## config.mk

```make
export PLATFORM = sky130hd
export DESIGN_NAME = admission_rate_limiter_unit
export DESIGN_NICKNAME = d
export VERILOG_FILES = /design/src/hw/rtl/arl_pkg.sv /design/src/hw/rtl/admission_rate_limiter_unit.sv
export SDC_FILE = /design/constraint.sdc
export NUM_CORES = 1
export LEC_CHECK = 0
export ABC_AREA = 1
export BUFFER_PORTS_ARGS = -buffer_cell sky130_fd_sc_hd__buf_2
export CORE_MARGIN = 5
export CORE_UTILIZATION = 40
export CTS_CLUSTER_SIZE = 40
export DETAILED_ROUTE_END_ITERATION = 16
export GPL_ROUTABILITY_DRIVEN = 0
export SYNTH_ARGS = -nofsm -noshare
export SYNTH_HDL_FRONTEND = slang
export SYNTH_SLANG_ARGS = --single-unit
```

## constraint.sdc

```tcl
create_clock -name clock -period 6.45 [get_ports clock]
set_input_delay 1.29 -clock clock [delete_from_list [all_inputs] [get_ports clock]]
set_output_delay 1.29 -clock clock [all_outputs]
set_load 0.02 [all_outputs]
```

## src/hw/rtl/arl_pkg.sv

```systemverilog
package arl_pkg;

   // Request beat
   typedef struct packed {
      logic [31:0] now_time;
      logic        maintenance;
      logic        override;
   } req_type;

   // Response beat
   typedef struct packed {
      logic       accepted;
      logic [2:0] reason_code;
   } rsp_type;

   // Refusal reasons
   localparam logic [2:0] RSN_OK     = 3'd0;
   localparam logic [2:0] RSN_MAINT  = 3'd1;
   localparam logic [2:0] RSN_COOL   = 3'd2;
   localparam logic [2:0] RSN_GAP    = 3'd3;
   localparam logic [2:0] RSN_WINDOW = 3'd4;

   // Control register indexes
   localparam int unsigned CSR_INDEX_W = 2;
   localparam logic [CSR_INDEX_W-1:0] CSR_WINDOW_LENGTH   = 2'd0;
   localparam logic [CSR_INDEX_W-1:0] CSR_MAX_PER_WINDOW  = 2'd1;
   localparam logic [CSR_INDEX_W-1:0] CSR_MIN_GAP         = 2'd2;
   localparam logic [CSR_INDEX_W-1:0] CSR_COOLDOWN_LENGTH = 2'd3;
   localparam int unsigned CSR_DATA_W = 24;

   // Control register reset values
   localparam logic [23:0] WINDOW_LENGTH_RST   = 24'd10000;
   localparam logic [15:0] MAX_PER_WINDOW_RST  = 16'd3;
   localparam logic [23:0] MIN_GAP_RST         = 24'd500;
   localparam logic [23:0] COOLDOWN_LENGTH_RST = 24'd3000;

endpackage

```

## src/hw/rtl/admission_rate_limiter_unit.sv

```systemverilog
// Path: a taken request beat goes into the input register, then decision
//    logic feeds the response register.
// Throughput: one request per cycle when not stalled; the decision path is
//    a few 33-bit adds and compares on the window, gap and cooldown registers.
// Reset: synchronous, active high; clears both stages, the window state and
//    loads the control registers with their default values.
module admission_rate_limiter_unit (
   input  logic                                 clock,
   input  logic                                 reset,
   input  logic                                 req_valid,
   output logic                                 req_ready,
   input  arl_pkg::req_type                     req_data,
   output logic                                 rsp_valid,
   input  logic                                 rsp_ready,
   output arl_pkg::rsp_type                     rsp_data,
   input  logic                                 csr_valid,
   output logic                                 csr_ready,
   input  logic [arl_pkg::CSR_INDEX_W-1:0]      csr_index,
   input  logic [arl_pkg::CSR_DATA_W-1:0]       csr_data
);

   // Control registers
   logic [23:0] window_length_ff;
   logic [15:0] max_per_window_ff;
   logic [23:0] min_gap_ff;
   logic [23:0] cooldown_length_ff;

   // Limiter state
   logic [31:0] window_start_ff, window_start_in;
   logic [15:0] window_count_ff, window_count_in;
   logic [31:0] last_accept_ff, last_accept_in;
   logic        any_accepted_ff, any_accepted_in;
   logic [32:0] cooldown_end_ff, cooldown_end_in;

   // Pipeline registers
   logic             stage_valid_ff;
   arl_pkg::req_type stage_data_ff;
   logic             rsp_valid_ff;
   arl_pkg::rsp_type rsp_data_ff, rsp_data_in;

   logic        advance;
   logic [32:0] window_end;
   logic        roll;
   logic [15:0] count_eff;
   logic [32:0] gap_diff;
   logic        gap_short;

   // Handshakes: stage moves when the response register is free or drains
   assign advance   = stage_valid_ff && (!rsp_valid_ff || rsp_ready);
   assign req_ready = !stage_valid_ff || advance;
   assign csr_ready = 1'b1;
   assign rsp_valid = rsp_valid_ff;
   assign rsp_data  = rsp_data_ff;

   // Write control registers
   always_ff @(posedge clock) begin
      if (reset) begin
         window_length_ff   <= arl_pkg::WINDOW_LENGTH_RST;
         max_per_window_ff  <= arl_pkg::MAX_PER_WINDOW_RST;
         min_gap_ff         <= arl_pkg::MIN_GAP_RST;
         cooldown_length_ff <= arl_pkg::COOLDOWN_LENGTH_RST;
      end else if (csr_valid) begin
         case (csr_index)
            arl_pkg::CSR_WINDOW_LENGTH:   window_length_ff   <= csr_data;
            arl_pkg::CSR_MAX_PER_WINDOW:  max_per_window_ff  <= csr_data[15:0];
            arl_pkg::CSR_MIN_GAP:         min_gap_ff         <= csr_data;
            arl_pkg::CSR_COOLDOWN_LENGTH: cooldown_length_ff <= csr_data;
            default: ;
         endcase
      end
   end

   // Decide on the staged request
   always_comb begin
      window_end = {1'b0, window_start_ff} + {9'd0, window_length_ff};
      roll       = {1'b0, stage_data_ff.now_time} >= window_end;
      count_eff  = roll ? 16'd0 : window_count_ff;
      gap_diff   = {1'b0, stage_data_ff.now_time} - {1'b0, last_accept_ff};
      // negative gap always counts as short
      gap_short  = gap_diff[32] || (gap_diff[31:0] < {8'd0, min_gap_ff});

      window_start_in = roll ? stage_data_ff.now_time : window_start_ff;
      window_count_in = count_eff;
      last_accept_in  = last_accept_ff;
      any_accepted_in = any_accepted_ff;
      cooldown_end_in = cooldown_end_ff;
      rsp_data_in     = '{accepted: 1'b0, reason_code: arl_pkg::RSN_OK};

      if (stage_data_ff.maintenance && !stage_data_ff.override) begin
         rsp_data_in.reason_code = arl_pkg::RSN_MAINT;
      end else if ({1'b0, stage_data_ff.now_time} < cooldown_end_ff) begin
         rsp_data_in.reason_code = arl_pkg::RSN_COOL;
      end else if (any_accepted_ff && gap_short) begin
         rsp_data_in.reason_code = arl_pkg::RSN_GAP;
      end else if (count_eff >= max_per_window_ff) begin
         rsp_data_in.reason_code = arl_pkg::RSN_WINDOW;
         cooldown_end_in = {1'b0, stage_data_ff.now_time} + {9'd0, cooldown_length_ff};
      end else begin
         rsp_data_in.accepted = 1'b1;
         last_accept_in       = stage_data_ff.now_time;
         any_accepted_in      = 1'b1;
         window_count_in      = count_eff + 16'd1;
      end
   end

   // Advance the pipeline and commit state
   always_ff @(posedge clock) begin
      if (reset) begin
         stage_valid_ff  <= 1'b0;
         rsp_valid_ff    <= 1'b0;
         window_start_ff <= '0;
         window_count_ff <= '0;
         last_accept_ff  <= '0;
         any_accepted_ff <= 1'b0;
         cooldown_end_ff <= '0;
      end else begin
         if (req_ready) begin
            stage_valid_ff <= req_valid;
         end
         if (advance) begin
            rsp_valid_ff    <= 1'b1;
            window_start_ff <= window_start_in;
            window_count_ff <= window_count_in;
            last_accept_ff  <= last_accept_in;
            any_accepted_ff <= any_accepted_in;
            cooldown_end_ff <= cooldown_end_in;
         end else if (rsp_ready) begin
            rsp_valid_ff <= 1'b0;
         end
      end
   end

   // Hold payloads without reset
   always_ff @(posedge clock) begin
      if (req_valid && req_ready) begin
         stage_data_ff <= req_data;
      end
      if (advance) begin
         rsp_data_ff <= rsp_data_in;
      end
   end

endmodule

```

# [Yosys cells after proc, flatten, opt, wreduce, memory -nomap -nowiden]
# Index checks and enable logic that the tools add are counted.
[classes] n_bitwise=4 eq_ne=3 reduce_logical=20 addsub=4 n_lt_le_gt_ge=4 muxes=11
[ops] cell="16-bit two-way mux" count=5
[ops] cell="32-bit by 24-bit adder with 33-bit output" count=2
[ops] cell="32-bit by 33-bit >= comparator with 1-bit output" count=1
[ops] cell="32-bit by 33-bit less-than comparator with 1-bit output" count=1
[ops] cell="32-bit by 32-bit subtractor with 33-bit output" count=1
[ops] cell="32-bit by 24-bit less-than comparator with 1-bit output" count=1
[ops] cell="16-bit by 1-bit adder with 16-bit output (second input constant)" count=1
[ops] cell="16-bit >= comparator" count=1
[ops] cell="2-bit AND reduction" count=5
[ops] cell="5-bit AND reduction" count=2
[ops] cell="2-bit == test (second input constant)" count=2
[ops] cell="1-bit logical AND" count=4
[ops] cell="2-bit two-way mux" count=2
[ops] cell="1-bit NOT" count=4
[ops] cell="1-bit logical NOT" count=3
[ops] cell="1-bit logical OR" count=3
[ops] cell="1-bit two-way mux" count=3
[ops] cell="3-bit two-way mux" count=1
[ops] cell="3-bit OR reduction" count=1
[ops] cell="2-bit by 1-bit == test with 1-bit output (second input constant)" count=1
[ops] cell="2-bit logical NOT" count=1
[ops] cell="2-bit nonzero test" count=1
[totals] in_bits=65 output_inout_bits=7 ff_bits=242

# [Depth between registers and ports, before layout]
# Gate-level depths: netlist of run 1.
[logic_depth] ltp_word=8 ltp_mapped=45 mapped_depth_nobuf=45

# [Worst setup path before layout of run 1]
# Ideal clock, no wire load.
[synth_timing] path_kind="flip-flop to flip-flop" from="reg window_length_ff[4]" to="reg window_count_ff[15]" n_path_buf=1 path_stages_with_launch=38 synth_period_minus_slack_ns=5.508 setup_ns=0.115 t_arrival_ns=5.393 setup_slack_ns=0.942 cell_sequence="dfxtp_1 > ha_1 > nand2_1 > o21ai_0 > nor2_1 > o21ai_2 > a21oi_2 > o21bai_1 > a21boi_1 > o21ai_0 > a21oi_1 > o21ai_2 > nand2_1 > nand2_1 > nand2_1 > ha_1 > nand2_1 > nor4_1 > [2 not listed] > nand2_4 > buf_1 > nor2_1 > ha_1 > nand2_1 > inv_1 > o21ai_0 > a21oi_1 > nor2_1 > nand3_1 > inv_1 > nand4_1 > a21oi_2 > nand3_2 > nor2_4 > nand3_1 > nand2_1 > nor2_1"
[synth_between] elab_chain_len=8 word_cells_on_any_way=9
[synth_lines] item="start, declared" line_no="admission_rate_limiter_unit.sv:23" source="logic [23:0] window_length_ff;"
[synth_lines] item="start signal, assigned" line_no="admission_rate_limiter_unit.sv:58" source="window_length_ff <= arl_pkg::WINDOW_LENGTH_RST;"
[synth_lines] item="start signal, assigned" line_no="admission_rate_limiter_unit.sv:64" source="arl_pkg::CSR_WINDOW_LENGTH: window_length_ff <= csr_data;"
[synth_lines] item="32-bit by 24-bit adder with 33-bit output *" line_no="admission_rate_limiter_unit.sv:75" source="window_end = {1'b0, window_start_ff} + {9'd0, window_length_ff};"
[synth_lines] item="32-bit by 33-bit >= comparator with 1-bit output *" line_no="admission_rate_limiter_unit.sv:76" source="roll = {1'b0, stage_data_ff.now_time} >= window_end;"
[synth_lines] item="16-bit two-way mux *" line_no="admission_rate_limiter_unit.sv:77" source="count_eff = roll ? 16'd0 : window_count_ff;"
[synth_lines] item="16-bit by 1-bit adder with 16-bit output / 16-bit >= comparator (equally long branches)" line_no="admission_rate_limiter_unit.sv:102, admission_rate_limiter_unit.sv:95"
[synth_lines] item="16-bit two-way mux" line_no="admission_rate_limiter_unit.sv:95" source="end else if (count_eff >= max_per_window_ff) begin"
[synth_lines] item="16-bit two-way mux" line_no="admission_rate_limiter_unit.sv:93" source="end else if (any_accepted_ff && gap_short) begin"
[synth_lines] item="16-bit two-way mux" line_no="admission_rate_limiter_unit.sv:91" source="end else if ({1'b0, stage_data_ff.now_time} < cooldown_end_ff) begin"
[synth_lines] item="16-bit two-way mux *" line_no="admission_rate_limiter_unit.sv:89" source="if (stage_data_ff.maintenance && !stage_data_ff.override) begin"
[synth_lines] item="end signal, assigned" line_no="admission_rate_limiter_unit.sv:123" source="window_count_ff <= window_count_in;"
[synth_lines] item="end, declared" line_no="admission_rate_limiter_unit.sv:30" source="logic [15:0] window_count_ff, window_count_in;"
# Every way passes the cells marked *; elsewhere a longest branch is shown, timed or not.
# A chain may end at the register's enable or synchronous reset.

# [Final worst setup path of run 1]
[layout_timing] from="reg window_length_ff[2]" to="reg window_count_ff[4]"
# Same word-level chain as after synthesis.

==> impl_metrics.yaml, run 1 <==
route:
  antenna_left: 0
  vias_per_cell: 5.17
  wl_per_cell_um: 16.4
  drt_first_pass_iters: 5
  drt_iter0_drc: 911
  wl_mm: 46.2
  drc: 0
  vias: 14600
setup_path:
  required_ns: 6.93
  critPathMaxStageDelay_ns: 0.35
  cp_num_buf_inv: 5
  cp_data_arrival_time_ns: 6.42
  worstPathMaxFanout: 19
  cpMostUsedCell: "nand2_1"
  critPathCaptureType: "flip-flop"
  path_delay_family: "simple AND/OR/NAND/NOR gates"
  cp-start-kind: "flip-flop"
  worst-setup-path-type: "flip-flop to flip-flop"
  slowest_stage: "ha_1"
yosys:
  netlist_instances: 2211
  postSynthRegisterBits: 242
  synth_area_um2: 15900
  synth_cell_types: 53
  synth_flop_cell: "dfxtp_1"
  async_flop_share: 0
  yosysMostFrequentCell: "nand2_1"
  syn_nets: 2462
  synth_edf_count: 38
  yosys_warnings: 0
  yosys.area.top_type: "dfxtp_1"
  synth_top_area_frac: 0.256
  avgSynthCellArea_um2: 7.21
  synth_common_cells: "404 x nand2_1, 283 x inv_1, 262 x nor2_1, 248 x a21oi_1, 204 x dfxtp_1"
  synthTopCellsByArea: "dfxtp_1 26%, ha_1 14%, nand2_1 9.5%"
  synth_seq_area_share: 0.328
placed_design:
  dpl.hpwl_mm: 35.4
  io_buffers: 70
clocking:
  cts_buffer_depth: 3
  clockRootBuffer: "clkbuf_16"
  cts_buffers: 28
  path_clk_slew_ns: 0.06
  cts_tree: "built"
  cts.sinks: 242
  clock_latency_ns: 0.60
  cts.htree.levels: 1
  postCtsHoldBufs: 0
  post_cts_buffers: 0
die:
  rows: 73
  die_x_um: 210
  dieArea_um2: 43900
  chipHeight_um: 210
  ios: 72
  core_area_um2: 39500
  start_util: 0.403
timing:
  rsz0062_at_grt: "no"
  setup_violations: 0
  slew_viol_final: 0
  maxSlewHeadroom: 0.363
  fmax_mhz: 168
  fin_crit_ns: 5.94
  fin_crit_sh: 0.921
  fin_skew_ns: 0.0420
  finalSetupTns_ns: 0
  worst_pin_slew_ns: 0.954
  hold_viol_final: 0
global_routing:
  grt_pass1_wl_mm: 71.8
  antenna_found_initial: 0
  grt_max_degree: 88
  grt-ovfl-total: 0
  grt_pass1_vias: 13800
  grtUsageTotal: 0.202
run:
  cap_viol_max_count: 0
pwr:
  finalPower_uw: 4210
  clkPwrFrac: 0.379
  p_sw_frac: 0.318
  leakage_uw: 0.00801
  power_density_nw_per_um2: 237
  ir_drop_v: 0.000199
  sequentialPowerShare: 0.398
  power_switching_uw: 1340
  internal-power_uw: 2870
  combPwrFrac: 0.223
cells_and_area:
  drive_gt1_frac: 0.0770
  antennaDiodeCount: 0
  final_nets: 2516
  syn_to_final_growth_pct: 11.4
outcome:
  status: "completed"
worst_hold_path:
  hold_path.class: "flip-flop to flip-flop"
[state kept, by name, indices dropped and copies added (netlist names), 4 cells and up]
signal              flops
cooldown_length_ff     24
last_accept_ff         32
rsp_data                4
window_count_ff        16
stage_data_ff          34
cooldown_end_ff        33
max_per_window_ff      16
window_length_ff       24
window_start_ff        32
min_gap_ff             24
[cell usage in the layout, fill, tap and decap left out, types with 11 or more instances in the layout]
cell type	instances
a21oi_1	246
buf_2	70
buf_4	11
clkbuf_16	29
dfxtp_1	204
edfxtp_1	38
ha_1	183
inv_1	280
nand2_1	404
nand3_1	74
nand4_1	18
nor2_1	261
nor3_1	27
nor4_1	11
o211ai_1	12
o21ai_0	190
o21ai_1	26
xnor2_1	30
xor2_1	50
[worst paths after layout]
kind / start / end / slack (ns) / cells past startpoint
max reg2reg: window_length_ff[2]$_SDFFE_PP0P_ / window_count_ff[4]$_SDFFE_PP0P_ / 0.51 / 36
min: last_accept_ff[4]$_SDFFE_PP0P_ / last_accept_ff[4]$_SDFFE_PP0P_ / 0.46 / 2
min reg2reg: last_accept_ff[4]$_SDFFE_PP0P_ / last_accept_ff[4]$_SDFFE_PP0P_ / 0.46 / 2
max: window_length_ff[2]$_SDFFE_PP0P_ / window_count_ff[4]$_SDFFE_PP0P_ / 0.51 / 36
[cell families after synthesis]
group | synth area share
fa+ha+maj | 0.147
compound gates | 0.173
flops | 0.328
buf+inv | 0.0856
xor+xnor | 0.0440
other cells | 0.000235
simple gates | 0.222
[layer usage]
layer | vias up | routed length, um | GRT usage
li1 | 7430 | - | -
met2 | 360 | 21000 | 0.334
met5 | - | 0 | 0
met1 | 6656 | 21400 | 0.272
met3 | 104 | 2020 | 0.0238
met4 | 0 | 1890 | 0.0722
[repair_timing]
| action | CTS | global route |
|---|---|---|
| setup endpoints to repair | 0 | 73 |
| hold endpoints to repair | 0 | 0 |
| gates resized for setup | 0 | 10 |
[per-stage QoR]
| stage | setup slack, ns | instance area, um2 | instances | hold slack [ns] | util |
|---|---|---|---|---|---|
| floorplan | 0.942 | 15900 | 2211 | 0.435 | - |
| global placement | 0.448 | 16800 | 2759 | 0.446 | 0.424 |
| detailed placement | 0.284 | 16800 | 2759 | 0.452 | 0.424 |
| CTS | 0.270 | 17700 | 2811 | 0.464 | 0.447 |
| global route | 0.0173 | 17700 | 2812 | 0.476 | 0.449 |
| finish | 0.507 | 17700 | 2812 | 0.459 | 0.449 |
[worst reg2reg max path: cells and delay by family, from the launching register on]
kind | cells | cell delay (ns)
xor+xnor | 1 | 0.13
buf+inv | 5 | 0.51
flops | 1 | 0.31
compound gates | 11 | 1.77
simple gates | 16 | 2.26
fa+ha+maj | 3 | 0.88
[power by group through the flow]
stage          Clock, uW  Sequential (uW)  Combinational, uW
3_5_place_dp           0             1710                921
5_1_grt             1690             1680               1070
6_report            1600             1680                940
3_3_place_gp           0             1710                906
2_1_floorplan          0             1680                686
4_1_cts             1640             1680                927
[cell type report]
| cell class | count | area, um2 |
|---|---|---|
| fillers | 3993 | 21800 |
| multi-input cells | 1623 | 9390 |
| flip-flops and latches | 242 | 5230 |
| inverters | 287 | 1080 |
| clock buffers | 39 | 776 |
| well taps | 525 | 657 |
| repair buffers | 83 | 478 |
| clock inverters | 13 | 146 |
Power figures use the tool's default switching activity.
==> run 2, diff against run 1 <==
==> constraint.sdc (replaced) <==
create_clock -name clock -period 5.75 [get_ports clock]
set_input_delay 1.15 -clock clock [delete_from_list [all_inputs] [get_ports clock]]
set_output_delay 1.15 -clock clock [all_outputs]
set_load 0.02 [all_outputs]
==> run 2 against run 1 <==
Die area did not move; critical path depth rose by 5; sequential power rose by 11%; power rose by 16%; global-route usage fell by 0.13 points; combinational power rose by 19%; via count rose by 0.98%; setup slack got worse by 0.23 ns; clock power rose by 17%; register-to-register slack got worse by 0.23 ns; design area rose by 2.9%.
==> impl_metrics.yaml, run 2 (same netlist as run 1, synthesis figures left out) <==
route:
  drc: 0
  antenna_left: 0
  wl_mm: 46.7
  vias: 14700
  drt_first_pass_iters: 5
  drt_iter0_drc: 941
  wl_per_cell_um: 16.4
  vias_per_cell: 5.16
die:
  chipHeight_um: 210
  rows: 73
  core_area_um2: 39500
  die_x_um: 210
  dieArea_um2: 43900
  ios: 72
  start_util: 0.403
run:
  cap_viol_max_count: 0
timing:
  setup_violations: 0
  maxSlewHeadroom: 0.396
  hold_viol_final: 0
  slew_viol_final: 0
  fmax_mhz: 183
  whs_ns: 0.458
  fin_skew_ns: 0.0136
  fin_crit_sh: 0.952
  fin_crit_ns: 5.47
  worst_pin_slew_ns: 0.904
clocking:
  cts_buffer_depth: 3
  clock_latency_ns: 0.57
  cts_tree: "built"
  cts.htree.levels: 1
  postCtsHoldBufs: 0
  clockRootBuffer: "clkbuf_16"
  path_clk_slew_ns: 0.06
  cts.sinks: 242
  cts_buffers: 29
placed_design:
  io_buffers: 70
  dpl.hpwl_mm: 35.3
cells_and_area:
  drive_gt1_frac: 0.103
  layout_common_cells: "402 x nand2_1, 279 x inv_1, 253 x nor2_1"
  final_util: 0.462
  top_regs: "stage_data_ff: 34 flops, cooldown_end_ff: 33 flops"
  layout_commonest_cell: "nand2_1"
  ff_latch_area_um2: 5230
  syn_to_final_growth_pct: 14.6
  largest_register_ffs: 34
  multi_input_area_um2: 9570
  n_fill_cell: 3932
  regMostFlops: "stage_data_ff"
  final_nets: 2549
setup_path:
  cpMostUsedCell: "nand2_1"
  slowest_stage: "fa_2"
  critPathMaxStageDelay_ns: 0.37
  cp-start-kind: "flip-flop"
  worstPathMaxFanout: 6
  critPathCaptureType: "flip-flop"
  required_ns: 6.21
  cp_data_arrival_time_ns: 5.93
  worst-setup-path-type: "flip-flop to flip-flop"
pwr:
  leakage_uw: 0.00822
  power_density_nw_per_um2: 267
  ir_drop_v: 0.000184
  finalPower_uw: 4870
global_routing:
  antenna_found_initial: 0
  grtUsageTotal: 0.200
  grt_pass1_wl_mm: 71.7
  grt_pass1_vias: 13800
  grt_max_degree: 168
  grt-ovfl-total: 0
worst_hold_path:
  hold_path.class: "flip-flop to flip-flop"
outcome:
  status: "completed"
## run 2: changes by cell type in the layout (fill, tap and decap cells not counted), moves of 4 or more
cell      delta
o21ai_1      +4
clkinv_1     +4
buf_4       +26
dfxtp_2      +5
dfxtp_1      -5
nor2_1       -8
nor2_2       +8
ha_1         -4
o21ai_0      -5
## run 2: per-stage QoR
stage | cell area, um2 | setup WS [ns] | TNS [ns] | cells
global route | 18300 | -0.0877 | -0.390 | 2845
floorplan | 15900 | 0.242 | 0 | 2211
detailed placement | 16900 | -0.0193 | -0.0488 | 2779
finish | 18300 | 0.277 | 0 | 2846
CTS | 17900 | 0.0451 | 0 | 2832
global placement | 16900 | 0.0637 | 0 | 2779
## run 2: final cells by class
type / count / area share
well taps: 525 / 0.0360
flip-flops and latches: 242 / 0.286
clock buffers: 33 / 0.0406
diodes: 1 / 0.000137
clock inverters: 20 / 0.0124
multi-input cells: 1624 / 0.524
repair buffers: 114 / 0.0416
inverters: 287 / 0.0591
## run 2: worst paths after layout
| kind | slack, ns | depth (start not counted) | from | to |
|---|---|---|---|---|
| max reg2reg | 0.28 | 41 | window_length_ff[0]$_SDFFE_PP0P_ | window_count_ff[15]$_SDFFE_PP0P_ |
| min reg2reg | 0.46 | 2 | last_accept_ff[28]$_SDFFE_PP0P_ | last_accept_ff[28]$_SDFFE_PP0P_ |
| max | 0.28 | 41 | window_length_ff[0]$_SDFFE_PP0P_ | window_count_ff[15]$_SDFFE_PP0P_ |
| min | 0.46 | 2 | last_accept_ff[28]$_SDFFE_PP0P_ | last_accept_ff[28]$_SDFFE_PP0P_ |
## run 2: where the power goes
part           internal, uW  leakage, uW  total [uW]  switching, uW
combinational           410      0.00572        1120            715
sequential             1810      0.00204        1860           57.0
clock                  1140     0.000470        1880            743
## run 2: routing by layer
| metal | global-route usage | wire, um | vias to the layer above |
|---|---|---|---|
| li1 | - | - | 7497 |
| met1 | 0.266 | 21400 | 6738 |
| met2 | 0.337 | 21400 | 355 |
| met3 | 0.0281 | 2350 | 103 |
| met4 | 0.0650 | 1600 | 0 |
| met5 | 0 | 0 | - |
## run 2: worst max-delay path, delay by kind of cell (launching register included)
family,cells,cell delay (ns)
flip-flops,1,0.31
AO/OA/AOI/OAI,9,1.30
adder cells (fa/ha/maj),4,1.14
buffers and inverters,4,0.31
XOR/XNOR,1,0.14
AND/OR/NAND/NOR,23,2.15
## run 2: timing repair
| action | 4_1_cts | 5_1_grt |
|---|---|---|
| pin swaps | 0 | 28 |
| setup buffers | 0 | 10 |
| cloned | 0 | 3 |
| resized for setup | 2 | 54 |
| setup endpoints to repair | 20 | 81 |
